## config.mk

```make
export PLATFORM = sky130hd
export DESIGN_NAME = npss_ram
export DESIGN_NICKNAME = d
export VERILOG_FILES = /design/src/sv/npss_ram.sv
export SDC_FILE = /design/constraint.sdc
export NUM_CORES = 1
export LEC_CHECK = 0
export ABC_AREA = 0
export ABC_CLOCK_PERIOD_IN_PS = 1100
export BUFFER_PORTS_ARGS = -buffer_cell sky130_fd_sc_hd__buf_2
export CAP_MARGIN = 40
export CELL_PAD_IN_SITES_DETAIL_PLACEMENT = 1
export CELL_PAD_IN_SITES_GLOBAL_PLACEMENT = 1
export CORE_ASPECT_RATIO = 0.9
export CORE_MARGIN = 1.5
export CORE_UTILIZATION = 41
export DETAILED_ROUTE_END_ITERATION = 8
export PLACE_DENSITY_LB_ADDON = 0.12
export SYNTH_ARGS = -nofsm -noshare
export SYNTH_HDL_FRONTEND = slang
export SYNTH_SLANG_ARGS = --single-unit
```

## constraint.sdc

```tcl
create_clock -name clk_i -period 1.1 [get_ports clk_i]
set_input_delay 0.22 -clock clk_i [delete_from_list [all_inputs] [get_ports clk_i]]
set_output_delay 0.22 -clock clk_i [all_outputs]
set_load 0.02 [all_outputs]
```

## src/sv/npss_ram.sv

```systemverilog
`default_nettype none
module npss_ram #(
  parameter int unsigned Width = 8,
  parameter int unsigned Depth = 2
) (
  input  wire logic                     clk_i,
  input  wire logic                     we_i,
  input  wire logic [$clog2(Depth)-1:0] waddr_i,
  input  wire logic [Width-1:0]         wdata_i,
  input  wire logic [$clog2(Depth)-1:0] raddr_i,
  output logic      [Width-1:0]         rdata_o
);

  logic [Width-1:0] mem_q [Depth];

  always_ff @(posedge clk_i) begin
    if (we_i) begin
      mem_q[waddr_i] <= wdata_i;
    end
    rdata_o <= mem_q[raddr_i];
  end

endmodule
`default_nettype wire

```

# == After elaboration in Yosys (flattened, before gate mapping) ==
# Memory sizes are Yosys's and may differ from the RTL's. A register that Yosys moved wholly into a read port is not among the register bits.
# Cells that the tools add are included.
# word_totals
input_bits,12
n_memories,1
word_cells,3
mem_bits_rw,16
register_bits,0
# mem_list
memory,words,width,read_ports,rd_clocked_by_memory_dff,wr,line_no,text
mem_q,2,8,1,1,1,14,logic [Width-1:0] mem_q [Depth];
# classes
mux,2
# ops
op,n
$mux 1,2

# == Depth between registers and ports, before layout ==
# logic_depth
ltp_word,2
ltp_mapped,2
ltp_nobuf,1

# == Least setup slack after synthesis ==
# OpenSTA, ideal clock, no wires.
# synth_timing
path_type,input-to-reg
startpoint,input we_i
endpoint,"memory mem_q[0][0], enable pin"
setup_slack_ns,0.087
stages,1
arrival_ns,0.640
required_time_ns,0.727
path_cell_list,nor2b_1
# synth_via
elab_chain_cells,2
# synth_rtl
element,line_no,text
"start, declared",7,"input wire logic we_i,"
$mux 1,17,if (we_i) begin
$mux 1 (not written as such),18,mem_q[waddr_i] <= wdata_i;
"end, declared",14,
# No other way between the ends.

# == Final worst setup path ==
# layout_timing
startpoint,register rdata_o[1] (read register of mem_q)
endpoint,output rdata_o[1]
# layout_rtl
element,line_no,text
"start, declared",11,output logic [Width-1:0] rdata_o
# No word-level cell between the ends.

==> impl_metrics.py <==
metrics = {
    "final_layout": {
        "area_growth_pct": 21.69,
        "drive_above_1_share_pct": 55.74,
        "fillCellCount": 170,
        "finalInstanceArea_sq_um": 954.7,
        "final_cell_count_no_fill": 85,
        "diodes": 0,
        "final_nets": 74,
    },
    "synthesis": {
        "synth_compound_area_share_pct": 0,
        "synthFlopType": "edfxtp_1",
        "yosysTopAreaCell": "edfxtp_1",
        "yosysMostFrequentCell": "edfxtp_1",
        "syn_inst": 35,
        "synth_seq_cells": 24,
        "yosys.area_share.xor_xnor_pct": 0,
        "syn_area_sq_um": 784.5,
        "synth_top_family_by_area": "multiplexers",
        "synth_commonest_cells": "edfxtp_1, dfxtp_1, mux2_4",
        "yosys.area_share.adder_pct": 0,
        "synth_edf_count": 16,
        "synthTopCellsByArea": "edfxtp_1, dfxtp_1, mux2_4",
        "synth.avg_cell_area_sq_um": 22.41,
        "yosys_warnings": 0,
        "ys_seq_area_share_pct": 81.66,
        "synthDominantCellAreaShare_pct": 61.24,
        "synth_cell_types": 6,
        "ys_async_sr_fraction_pct": 0,
        "synth_fp_nets": 47,
        "yosys.area_share.simple_pct": 1.595,
        "synth_mux_area_share_pct": 15.31,
    },
    "setup_path": {
        "critPathTopFamily": "flip-flops",
        "cpMaxStageDelayCell": "dfxtp_1",
        "arrival_ns": 0.79,
        "endpoint_kind": "output pin",
        "cp.required_ns": 0.88,
        "cp-start-kind": "register",
        "regToRegSetupSlack_ns": 0.33,
        "worstPathCellList": "buf_2",
        "slowest_delay_ns": 0.33,
        "path_buf_inv": 1,
        "critPathMaxFanout": 1,
        "crit_type": "register to output pin",
    },
    "flow_run": {
        "cap_violations": 0,
    },
    "clock_tree": {
        "cts_buffers": 3,
        "cts_sinks": 24,
        "cts_root_buf": "clkbuf_4",
        "cts_hold_buf": 0,
        "clk_path_buf_depth": 2,
        "cts_tree": "yes",
        "h-tree-depth": 1,
        "cts_resized": 0,
        "clk_latency_ns": 0.31,
        "post-cts-setup-buffers": 0,
        "path_clk_slew_ns": 0.12,
    },
    "power_and_ir_drop": {
        "total_power_mw": 1.587,
        "power.leakage_nw": 0.3989,
        "vdd_ir_drop_max_v": 0.001066,
        "p_per_area_nw_per_um2": 1662,
    },
    "floorplanning": {
        "chipWidth_um": 49.11,
        "dieArea_sq_um": 2185,
        "fp-row-count": 14,
        "die_h_um": 44.50,
        "core_sq_um": 1734,
        "pin_count": 20,
        "start_util_pct": 45.24,
    },
    "route": {
        "drt.antenna.violating_nets": 0,
        "drc": 0,
        "initialDrtViolationCount": 5,
        "finalWirelength_um": 1115,
        "viasPerCell": 4.329,
        "drt_pass1_iterations": 2,
        "wl_per_cell_um": 13.12,
        "route.vias.total": 368,
    },
    "global_routing": {
        "gr-usage-all-layers_pct": 12.33,
        "antenna_found_initial": 0,
        "grt_max_degree": 14,
        "grt_pass1_vias": 409,
        "gr-total-overflow": 0,
        "grt_pass1_wl_um": 1752,
    },
    "placed_design": {
        "numPortBuffers": 19,
        "dp.cells": 81,
        "place_area_sq_um": 928.4,
        "gp_congestion": 0.5882,
    },
    "sta": {
        "relSlewSlack_pct": 82.68,
        "hold_viol_final": 0,
        "setup_viol": 0,
        "fmax_ghz": 0.9908,
        "fin_setup_tns_ns": 0,
        "fin_crit_sh_pct": 91.75,
        "drv_slew": 0,
        "finalClockSkew_ns": 0.006190,
        "min_period_ns": 1.009,
        "tightest_slew_ns": 0.2598,
        "rsz0062_at_grt": "no",
    },
    "worst_hold_path": {
        "hp-class": "input port to register",
    },
    "outcome": {
        "outcome": "completed",
    },
}
==> area by class of cell <==
type	instances	area (sq um)	share of cell area (%)
Clock buffer	3	22.52	2.359
Timing Repair Buffer	23	125.1	13.11
Sequential cell	24	640.6	67.10
Clock inverter	1	3.754	0.3932
Multi-Input combinational cell	10	132.6	13.89
Tap cell	24	30.03	3.145
==> kinds of logic (layout without fill, tap and decap cells) <==
logic type	Yosys count	after routing
DFF	24	24
muxes	8	8
and+or+nand+nor	2	2
buffers and inverters	1	27
==> power by group <==
part	switching [mW]	internal [mW]	total, mW
clock network	0.243	0.133	0.376
logic	0.0802	0.0816	0.162
registers	0.0165	1.03	1.05
total	0.340	1.25	1.59
==> metrics by stage <==
| stage | hold WS (ns) | setup WS [ns] | utilization (%) |
|---|---|---|---|
| after global routing | 0.06936 | 0.04668 | 55.05 |
| after detailed placement | 0.4127 | 0.1700 | 53.54 |
| after CTS | 0.07542 | 0.07133 | 55.05 |
| after floorplan | 0.3189 | 0.08656 | - |
| after global placement | 0.4084 | 0.1874 | 53.54 |
| final | 0.08802 | 0.09075 | 55.05 |
==> state kept, by name (all words and copies together), names as in the netlist <==
| register | cells |
|---|---|
| rdata_o | 8 |
| mem_q | 16 |
==> placed cells by master, fill, tap and decap left out, drive strengths merged <==
master / instances
and2: 1
buf: 23
clkbuf: 3
clkinv: 1
dfxtp: 8
edfxtp: 16
mux2: 8
nor2b: 1
==> metal layers <==
layer | up-vias | routed length, um | global-route usage [%]
li1 | 180 | - | -
met1 | 175 | 366 | 8.725
met2 | 13 | 682 | 25.68
met3 | 0 | 66 | 7.095
met4 | 0 | 0 | 5.143
met5 | - | 0 | 0
==> worst paths after layout <==
path	from	depth (start not counted)	end
worst max-delay path	rdata_o[1]$_DFF_P_	1	rdata_o[1]
worst min-delay path	wdata_i[1]	1	mem_q[0][1]$_DFFE_PP_
worst max register to register	mem_q[0][7]$_DFFE_PP_	1	rdata_o[7]$_DFF_P_
worst min register to register	mem_q[1][1]$_DFFE_PP_	1	rdata_o[1]$_DFF_P_
Note: power is estimated with default switching activity, not from simulation.
