## src/sv/npss_pkg.sv

```systemverilog
`default_nettype none
package npss_pkg;

  localparam int unsigned MaxPointsDef  = 64;
  localparam int unsigned MaxEntriesDef = 8;

  localparam logic FUNC_ADD    = 1'b0;
  localparam logic FUNC_LOOKUP = 1'b1;

  typedef struct packed {
    logic signed [15:0] pitch;
    logic signed [15:0] force_db;
  } key_t;

  typedef struct packed {
    logic        [15:0] sample;
    logic signed [15:0] tuning;
    logic        [15:0] volume;
  } entry_t;

  function automatic logic key_before(input key_t a, input key_t b);
    return (a.pitch < b.pitch) || ((a.pitch == b.pitch) && (a.force_db < b.force_db));
  endfunction

endpackage
`default_nettype wire

```

## src/sv/npss_cell.sv

```systemverilog
`default_nettype none
module npss_cell
  import npss_pkg::*;
#(
  parameter int unsigned CntW = 4
) (
  input  wire logic            clk_i,
  input  wire logic            shift_i,
  input  wire key_t            key_i,
  input  wire logic [CntW-1:0] cnt_i,
  input  wire logic            load_i,
  input  wire key_t            load_key_i,
  input  wire logic [CntW-1:0] load_cnt_i,
  output key_t                 key_o,
  output logic      [CntW-1:0] cnt_o
);

  key_t            key_q;
  logic [CntW-1:0] cnt_q;

  always_ff @(posedge clk_i) begin
    if (load_i) begin
      key_q <= load_key_i;
      cnt_q <= load_cnt_i;
    end else if (shift_i) begin
      key_q <= key_i;
      cnt_q <= cnt_i;
    end
  end

  assign key_o = key_q;
  assign cnt_o = cnt_q;

endmodule
`default_nettype wire

```

## config.mk

```make
export PLATFORM = sky130hd
export DESIGN_NAME = npss_cell
export DESIGN_NICKNAME = d
export VERILOG_FILES = /design/src/sv/npss_pkg.sv /design/src/sv/npss_cell.sv
export SDC_FILE = /design/constraint.sdc
export NUM_CORES = 1
export LEC_CHECK = 0
export ABC_AREA = 1
export BUFFER_PORTS_ARGS = -buffer_cell sky130_fd_sc_hd__buf_2
export CAP_MARGIN = 20
export CORE_MARGIN = 4
export CORE_UTILIZATION = 35
export DETAILED_ROUTE_END_ITERATION = 8
export GPL_TIMING_DRIVEN = 0
export PLACE_DENSITY_LB_ADDON = 0.05
export SLEW_MARGIN = 25
export SYNTH_ARGS = -nofsm -noshare
export SYNTH_HDL_FRONTEND = slang
export SYNTH_SLANG_ARGS = --single-unit
export TNS_END_PERCENT = 10
```

## constraint.sdc

```tcl
create_clock -name clk_i -period 2.1 [get_ports clk_i]
set_input_delay 0.21 -clock clk_i [delete_from_list [all_inputs] [get_ports clk_i]]
set_output_delay 0.21 -clock clk_i [all_outputs]
set_load 0.01 [all_outputs]
```

After elaboration in Yosys (flattened, before gate mapping). Cells that the tools add are included.

Register bits: 36. Bits of input ports: 75. Output and inout port bits: 36. Logic and storage cells: 8.

Muxes and demuxes: 4. Reduce and logical (&&, ||, !) cells: 1.

Operators with widths (count): 2-to-1 mux 32 bit (2); 2-to-1 mux 4 bit (2); nonzero test 2 bit (1).

Longest topological paths before layout. Gate-level depths: netlist of the first run.

Word-level depth: 2. Gate-level depth with buffers: 4. Depth with buffers taken out: 3.

Worst setup path after synthesis of the first run. Ideal clock, no wire load.

Kind: input -> register. Start: input load_i. End: register cnt_q[0] (netlist: cnt_o[0]), enable pin. Data arrival time: 1188 ps. Path slack: 517 ps. Stages on the path: 2. Path through: buf_6 -> or2_1.

Word-level cells in the longest chain between the ends: 1.

Ends and longest elaborated chain: start, declared (RTL line npss_cell.sv:11) `input wire logic load_i,`; nonzero test 2 bit (no line); end signal, assigned (RTL line npss_cell.sv:24) `cnt_q <= load_cnt_i;`; end signal, assigned (RTL line npss_cell.sv:27) `cnt_q <= cnt_i;`; end, declared (RTL line npss_cell.sv:19) `logic [CntW-1:0] cnt_q;`.

Every way passes these cells. A chain may end at the register's enable or synchronous reset.

Worst setup path in the final report of the first run.
Start: input load_i. End: register key_q, in the netlist key_o[6], enable pin.

Word-level cells in the longest chain between the ends: 1.

Ends and longest elaborated chain: nonzero test 2 bit (no line); end signal, assigned (RTL line npss_cell.sv:23) `key_q <= load_key_i;`; end signal, assigned (RTL line npss_cell.sv:26) `key_q <= key_i;`; end, declared (RTL line npss_cell.sv:18) `key_t key_q;`.

Every way passes these cells.

==> results_tabular.tex, run 1 <==
\begin{tabular}{lr}
\hline
Metric & Value \\
\hline
\multicolumn{2}{l}{\textbf{Run status}} \\
Status & completed \\
\multicolumn{2}{l}{\textbf{Floorplan}} \\
Die boundary width & 75.46 um \\
IO Count & 111 \\
Full die area & 5694 sq um \\
Effective utilization at floorplan & 0.3633 \\
Core area & 4384 sq um \\
Row count & 24 \\
Vertical die dimension & 75.46 um \\
\multicolumn{2}{l}{\textbf{Yosys}} \\
Netlist area before placement & 1593 sq um \\
Yosys warning total & 0 \\
Net count of the mapped netlist & 228 \\
Number of synthesized register bits & 36 \\
Cell type with the largest total area after synthesis & sky130\_fd\_sc\_hd\_\_edfxtp\_1 \\
Portion of the post-synthesis area used by sequential elements & 0.6787 \\
Post-synthesis instance total & 153 \\
Top-area cell type share of the netlist area & 0.6787 \\
Number of different library cells in the post-synthesis netlist & 10 \\
Most area-consuming cells after synthesis & sky130\_fd\_sc\_hd\_\_edfxtp\_1 (68\%), sky130\_fd\_sc\_hd\_\_nand2\_1 (24\%), sky130\_fd\_sc\_hd\_\_nand2\_2 (2.7\%) \\
Post-Synthesis Mean Instance Area & 10.41 sq um \\
\multicolumn{2}{l}{\textbf{Power}} \\
Power density normalized to cell area & 711.8 nW/um\^{}2 \\
Net switching fraction of the power & 0.2412 \\
Internal power of the cells & 1250 uW \\
Standby leakage power & 0.001230 uW \\
Net Switching & 397.2 uW \\
Max IR drop VDD & 0.0003631 V \\
Part of the total power dissipated in combinational logic & 0.181 \\
Clock power frac & 0.274 \\
Sequential share of power & 0.546 \\
\multicolumn{2}{l}{\textbf{Worst hold path}} \\
Worst Hold Path EP & key\_o[23]\$\_DFFE\_PP\_ \\
Hold path start & key\_i[23] \\
Hold path cells & 3 \\
Classification of the worst-slack hold path & primary input to flop \\
\multicolumn{2}{l}{\textbf{Timing}} \\
Setup slack after layout & 895.4 ps \\
Total negative slack & 0 ps \\
Unrepaired setup endpoints after global routing & false \\
Transition time of the tightest slew-check pin & 516.6 ps \\
Timing-limited maximum frequency & 0.8302 GHz \\
Worst rel slew slack & 0.6556 \\
Setup Viol. Count Final & 0 \\
Post-layout minimum cycle time & 1205 ps \\
Final Slew Violations & 0 \\
Final hold vios & 0 \\
Final period utilization & 0.5736 \\
\multicolumn{2}{l}{\textbf{Layout}} \\
Syn-to-layout area delta & 45.25\% \\
Antenna Cells & 0 \\
Most frequent standard cell in the layout excluding fill and tap cells & sky130\_fd\_sc\_hd\_\_buf\_2 \\
Fill cell total of the finished layout & 415 \\
Number of nets in the layout & 346 \\
Most frequent cells in the layout & sky130\_fd\_sc\_hd\_\_buf\_2 (112), sky130\_fd\_sc\_hd\_\_nand2\_1 (101), sky130\_fd\_sc\_hd\_\_edfxtp\_1 (36), sky130\_fd\_sc\_hd\_\_nand2\_2 (7), sky130\_fd\_sc\_hd\_\_clkbuf\_8 (5) \\
Fraction of layout cells with a size suffix above 1 & 0.4908 \\
\multicolumn{2}{l}{\textbf{Setup path}} \\
Required time worst endpoint & 2140 ps \\
Largest fanout on the critical path & 19 \\
Kind of start point of the critical path & primary input \\
Worst setup path category & primary input to flop \\
Data arrival time at the worst-slack endpoint & 1240 ps \\
Crit path capture type & flop \\
\multicolumn{2}{l}{\textbf{Clock network}} \\
Clock buffer depth & 2 \\
Number of levels the H-tree was split into & 2 \\
Cells resized by post-CTS repair & 0 \\
Hold bufs inserted after CTS & 0 \\
CTS clock-pin slew for the worst setup and hold paths & 70 ps \\
Sinks on Clock Net & 36 \\
CTS buffer count & 5 \\
Post-CTS Setup Bufs & 0 \\
TritonCTS clock tree & done \\
Library cell used as clock root buffer & sky130\_fd\_sc\_hd\_\_clkbuf\_8 \\
\multicolumn{2}{l}{\textbf{Global routing}} \\
Maximum number of pins on one net before global-route repair & 20 \\
Number of global-route vias before repair & 1285 \\
Remaining Overflow, GRT & 0 \\
Initial antenna violation count & 0 \\
First-pass GRT wire length & 5499 um \\
Total routing resource utilization after global routing & 0.1307 \\
\multicolumn{2}{l}{\textbf{Job}} \\
Max-Cap Viols & 0 \\
\multicolumn{2}{l}{\textbf{Drt}} \\
Wire length after detailed routing & 3830 um \\
Average wire per cell in the routed design & 11.86 um \\
Overall via count from detail\_route & 1382 \\
Antenna viol nets, final & 0 \\
Number of violations reported at the end of detailed-routing iteration 0 & 49 \\
Vias per cell & 4.279 \\
Router iterations before antenna repair & 4 \\
DRC violations left & 0 \\
\multicolumn{2}{l}{\textbf{Placement}} \\
Post-place setup slack & 584.3 ps \\
Half-perimeter wire length after placement & 2890 um \\
PortBufs & 110 \\
Final GP Congestion & 0.6802 \\
\hline
\end{tabular}
layout make-up:
class,instances,area [sq um],area share
clock buffers,6,72.57,0.03137
flip-flops and latches,36,1081,0.4673
inverters,1,3.754,0.001622
plain buffers,7,78.83,0.03407
multi-input cells,109,429.2,0.1855
well taps,52,65.06,0.02812
clock inverters,1,5.005,0.002163
repair buffers,111,578.1,0.2499
worst max-delay path, stage by stage:
cell and delay [ps]:
sky130_fd_sc_hd__buf_2 110, sky130_fd_sc_hd__buf_6 140, sky130_fd_sc_hd__or2_2 510, sky130_fd_sc_hd__buf_16 250
power by group through the flow:
stage / Sequential, uW / Combinational [uW] / Clock (uW)
3_3_place_gp: 913 / 297 / 0
3_5_place_dp: 914 / 304 / 0
6_report: 898 / 298 / 451
4_1_cts: 899 / 305 / 472
5_1_grt: 906 / 333 / 499
2_1_floorplan: 964 / 87.6 / 0
registers in the layout, summed over array words and instances, names as in the netlist:
register / flops
cnt_o: 4
key_o: 32
per-stage QoR:
step	power [uW]	utilization	hold slack [ps]	cell area, sq um	instances
floorplan	1051	-	388.6	1593	153
finish	1647	0.5277	187.4	2313	323
CTS	1676	0.5277	177.1	2313	323
global placement	1210	0.5037	474.2	2208	315
detailed placement	1219	0.5100	477.1	2236	316
global route	1738	0.5277	176.5	2313	323
layer usage:
layer | global-route usage | share of wire
met5 | 0 | 0
met4 | 0.03495 | 0.0034
met1 | 0.1383 | 0.37
met2 | 0.2244 | 0.50
met3 | 0.07388 | 0.13
worst max path at each step:
| stage | slack, ps | end | cells after the start | start |
|---|---|---|---|---|
| 6_report | 900 | key_o[6]$_DFFE_PP_ | 4 | load_i |
| 5_1_grt | 880 | key_o[23]$_DFFE_PP_ | 4 | load_i |
| 4_1_cts | 890 | key_o[3]$_DFFE_PP_ | 4 | load_i |
| 3_5_place_dp | 580 | key_o[23]$_DFFE_PP_ | 4 | load_i |
| 3_3_place_gp | 0.6 | key_o[22]$_DFFE_PP_ | 3 | load_i |
| 2_1_floorplan | 520 | cnt_o[0]$_DFFE_PP_ | 2 | load_i |
Yosys cell counts:
master / number
sky130_fd_sc_hd__buf_4: 1
sky130_fd_sc_hd__inv_2: 1
sky130_fd_sc_hd__nand2_2: 7
sky130_fd_sc_hd__buf_8: 2
sky130_fd_sc_hd__buf_6: 1
sky130_fd_sc_hd__nand2_1: 101
sky130_fd_sc_hd__or2_1: 1
sky130_fd_sc_hd__buf_2: 2
sky130_fd_sc_hd__edfxtp_1: 36
sky130_fd_sc_hd__buf_12: 1
kinds of logic after synthesis:
kind of cell           count (synthesis)  synth area share
buffers and inverters                  8           0.05185
flip-flops                            36            0.6787
AND/OR/NAND/NOR                      109            0.2694
(Power assumes the default switching activity.)
==> inputs of run 2 (changes only) <==
Clock period 2.1 ns to 1.2 ns, I/O delays scaled along.
==> run 2 against run 1 <==
Sequential share of layout area rose by 0.41 points. Sequential cell count stayed put. Wire length shrank 0.29%. Die area unchanged. Clock power increased by 79%. Combinational power is 72% higher. Sequential power rose by 75%. Worst setup slack worse by 640 ps. Via count is 1.0% lower. Largest cell class unchanged.
==> results_tabular.tex, run 2 (synthesized netlist as in run 1, its figures left out) <==
\begin{tabular}{lr}
\hline
Metric & Value \\
\hline
\multicolumn{2}{l}{\textbf{Timing}} \\
Post-layout minimum cycle time & 941.3 ps \\
Unrepaired setup endpoints after global routing & false \\
Setup slack after layout & 258.7 ps \\
Final period utilization & 0.7844 \\
Transition time of the tightest slew-check pin & 511.0 ps \\
Worst rel slew slack & 0.6594 \\
Setup Viol. Count Final & 0 \\
Final Slew Violations & 0 \\
Final hold vios & 0 \\
Timing-limited maximum frequency & 1.062 GHz \\
\multicolumn{2}{l}{\textbf{Floorplan}} \\
IO Count & 111 \\
Vertical die dimension & 75.46 um \\
Row count & 24 \\
Effective utilization at floorplan & 0.3633 \\
Die boundary width & 75.46 um \\
Full die area & 5694 sq um \\
Core area & 4384 sq um \\
\multicolumn{2}{l}{\textbf{Layout}} \\
Fill cell total of the finished layout & 426 \\
Most frequent standard cell in the layout excluding fill and tap cells & sky130\_fd\_sc\_hd\_\_buf\_2 \\
Seq. cell area & 1081 sq um \\
Utilization of the core after routing & 0.5231 \\
Most frequent cells in the layout & sky130\_fd\_sc\_hd\_\_buf\_2 (112), sky130\_fd\_sc\_hd\_\_nand2\_1 (101), sky130\_fd\_sc\_hd\_\_edfxtp\_1 (36), sky130\_fd\_sc\_hd\_\_nand2\_2 (7), sky130\_fd\_sc\_hd\_\_clkbuf\_8 (5) \\
Syn-to-layout area delta & 43.99\% \\
Non-Filler Cell Area, Final & 2293 sq um \\
Combined area of the multi-input logic cells & 431.7 sq um \\
Flip-flop count of the largest register, all copies and words added & 32 \\
Antenna Cells & 0 \\
Fraction of layout cells with a size suffix above 1 & 0.4908 \\
Final cell count without fillers & 323 \\
Number of nets in the layout & 345 \\
\multicolumn{2}{l}{\textbf{Clock network}} \\
TritonCTS clock tree & done \\
Sinks on Clock Net & 36 \\
Clock buffer depth & 2 \\
Library cell used as clock root buffer & sky130\_fd\_sc\_hd\_\_clkbuf\_8 \\
CTS clock-pin slew for the worst setup and hold paths & 70 ps \\
Hold bufs inserted after CTS & 0 \\
Post-CTS Setup Bufs & 0 \\
Number of levels the H-tree was split into & 2 \\
Cells resized by post-CTS repair & 0 \\
CTS buffer count & 5 \\
\multicolumn{2}{l}{\textbf{Global routing}} \\
Total routing resource utilization after global routing & 0.1305 \\
Number of global-route vias before repair & 1237 \\
First-pass GRT wire length & 5513 um \\
GRT met1 Usage & 0.1426 \\
Maximum number of pins on one net before global-route repair & 37 \\
GR Util met2 & 0.2215 \\
Met3 routing resource usage after global routing & 0.06201 \\
Initial antenna violation count & 0 \\
Routing layer with the top usage in global route & met2 \\
Remaining Overflow, GRT & 0 \\
\multicolumn{2}{l}{\textbf{Drt}} \\
Vias per cell & 4.235 \\
Router iterations before antenna repair & 4 \\
DRC violations left & 0 \\
Overall via count from detail\_route & 1368 \\
Average wire per cell in the routed design & 11.82 um \\
Wire length after detailed routing & 3819 um \\
Number of violations reported at the end of detailed-routing iteration 0 & 62 \\
Antenna viol nets, final & 0 \\
\multicolumn{2}{l}{\textbf{Setup path}} \\
Kind of start point of the critical path & flop \\
Cell type of the slowest stage on the worst timing path & sky130\_fd\_sc\_hd\_\_edfxtp\_1 \\
Largest fanout on the critical path & 1 \\
Top delay family on crit path & flip-flops \\
Data arrival time at the worst-slack endpoint & 820 ps \\
Combined buffer and inverter count along the critical path & 1 \\
Crit path capture type & primary output \\
Longest individual stage delay on the worst path & 390 ps \\
Required time worst endpoint & 1080 ps \\
Start point of the critical path & key\_o[5]\$\_DFFE\_PP\_ \\
Critical path, cell by cell & buf\_2 \\
Worst setup path category & flop to primary output \\
\multicolumn{2}{l}{\textbf{Job}} \\
Max-Cap Viols & 0 \\
\multicolumn{2}{l}{\textbf{Run status}} \\
Status & completed \\
\multicolumn{2}{l}{\textbf{Placement}} \\
Post-place setup slack & -294.4 ps \\
Dpl cell area & 2208 sq um \\
Half-perimeter wire length after placement & 2890 um \\
Number of placed cells counting well taps & 315 \\
Final GP Congestion & 0.6765 \\
PortBufs & 110 \\
\multicolumn{2}{l}{\textbf{Power}} \\
Power density normalized to cell area & 1262 nW/um\^{}2 \\
Standby leakage power & 0.001222 uW \\
Max IR drop VDD & 0.0005147 V \\
Final total power & 2895 uW \\
\multicolumn{2}{l}{\textbf{Worst hold path}} \\
Classification of the worst-slack hold path & primary input to flop \\
Hold path start & key\_i[7] \\
\hline
\end{tabular}
[run 2: cell types whose count changed in the layout (fill, tap and decap cells not counted)]
cell / previous run / this run
sky130_fd_sc_hd__buf_16: 1 / 0
sky130_fd_sc_hd__clkbuf_1: 1 / 0
sky130_fd_sc_hd__clkinv_1: 0 / 1
sky130_fd_sc_hd__clkinv_2: 1 / 2
sky130_fd_sc_hd__or2_2: 1 / 0
sky130_fd_sc_hd__or2_4: 0 / 1
[run 2: final cells by class]
type	instances	area share
clock inverters	3	0.006001
plain buffers	7	0.03437
multi-input cells	109	0.1882
inverters	1	0.001637
repair buffers	110	0.2400
well taps	52	0.02837
flip-flops and latches	36	0.4714
clock buffers	5	0.03001
[run 2: stage by stage]
| stage | hold WS (ps) | TNS (ps) |
|---|---|---|
| 2_1_floorplan | 298.6 | 0 |
| 3_3_place_gp | 382.9 | -10820 |
| 3_5_place_dp | 388.0 | -10570 |
| 4_1_cts | 85.87 | 0 |
| 5_1_grt | 89.71 | 0 |
| 6_report | 96.15 | 0 |
[run 2: path summary, 6_finish.rpt]
check,end,slack [ps],cells after the start
max,key_o[5],260,1
min,key_o[7]$_DFFE_PP_,100,3
[run 2: layer usage]
| metal | part of all wire | up-vias | routed length (um) |
|---|---|---|---|
| met5 | 0 | - | 0 |
| li1 | - | 722 | - |
| met3 | 0.12 | 6 | 446 |
| met1 | 0.39 | 579 | 1471 |
| met2 | 0.49 | 61 | 1860 |
| met4 | 0.011 | 0 | 41 |
[run 2: power breakdown]
group,switching [uW],internal (uW)
combinational,272,241
clock,415,394
sequential,29.2,1540
total,717,2180
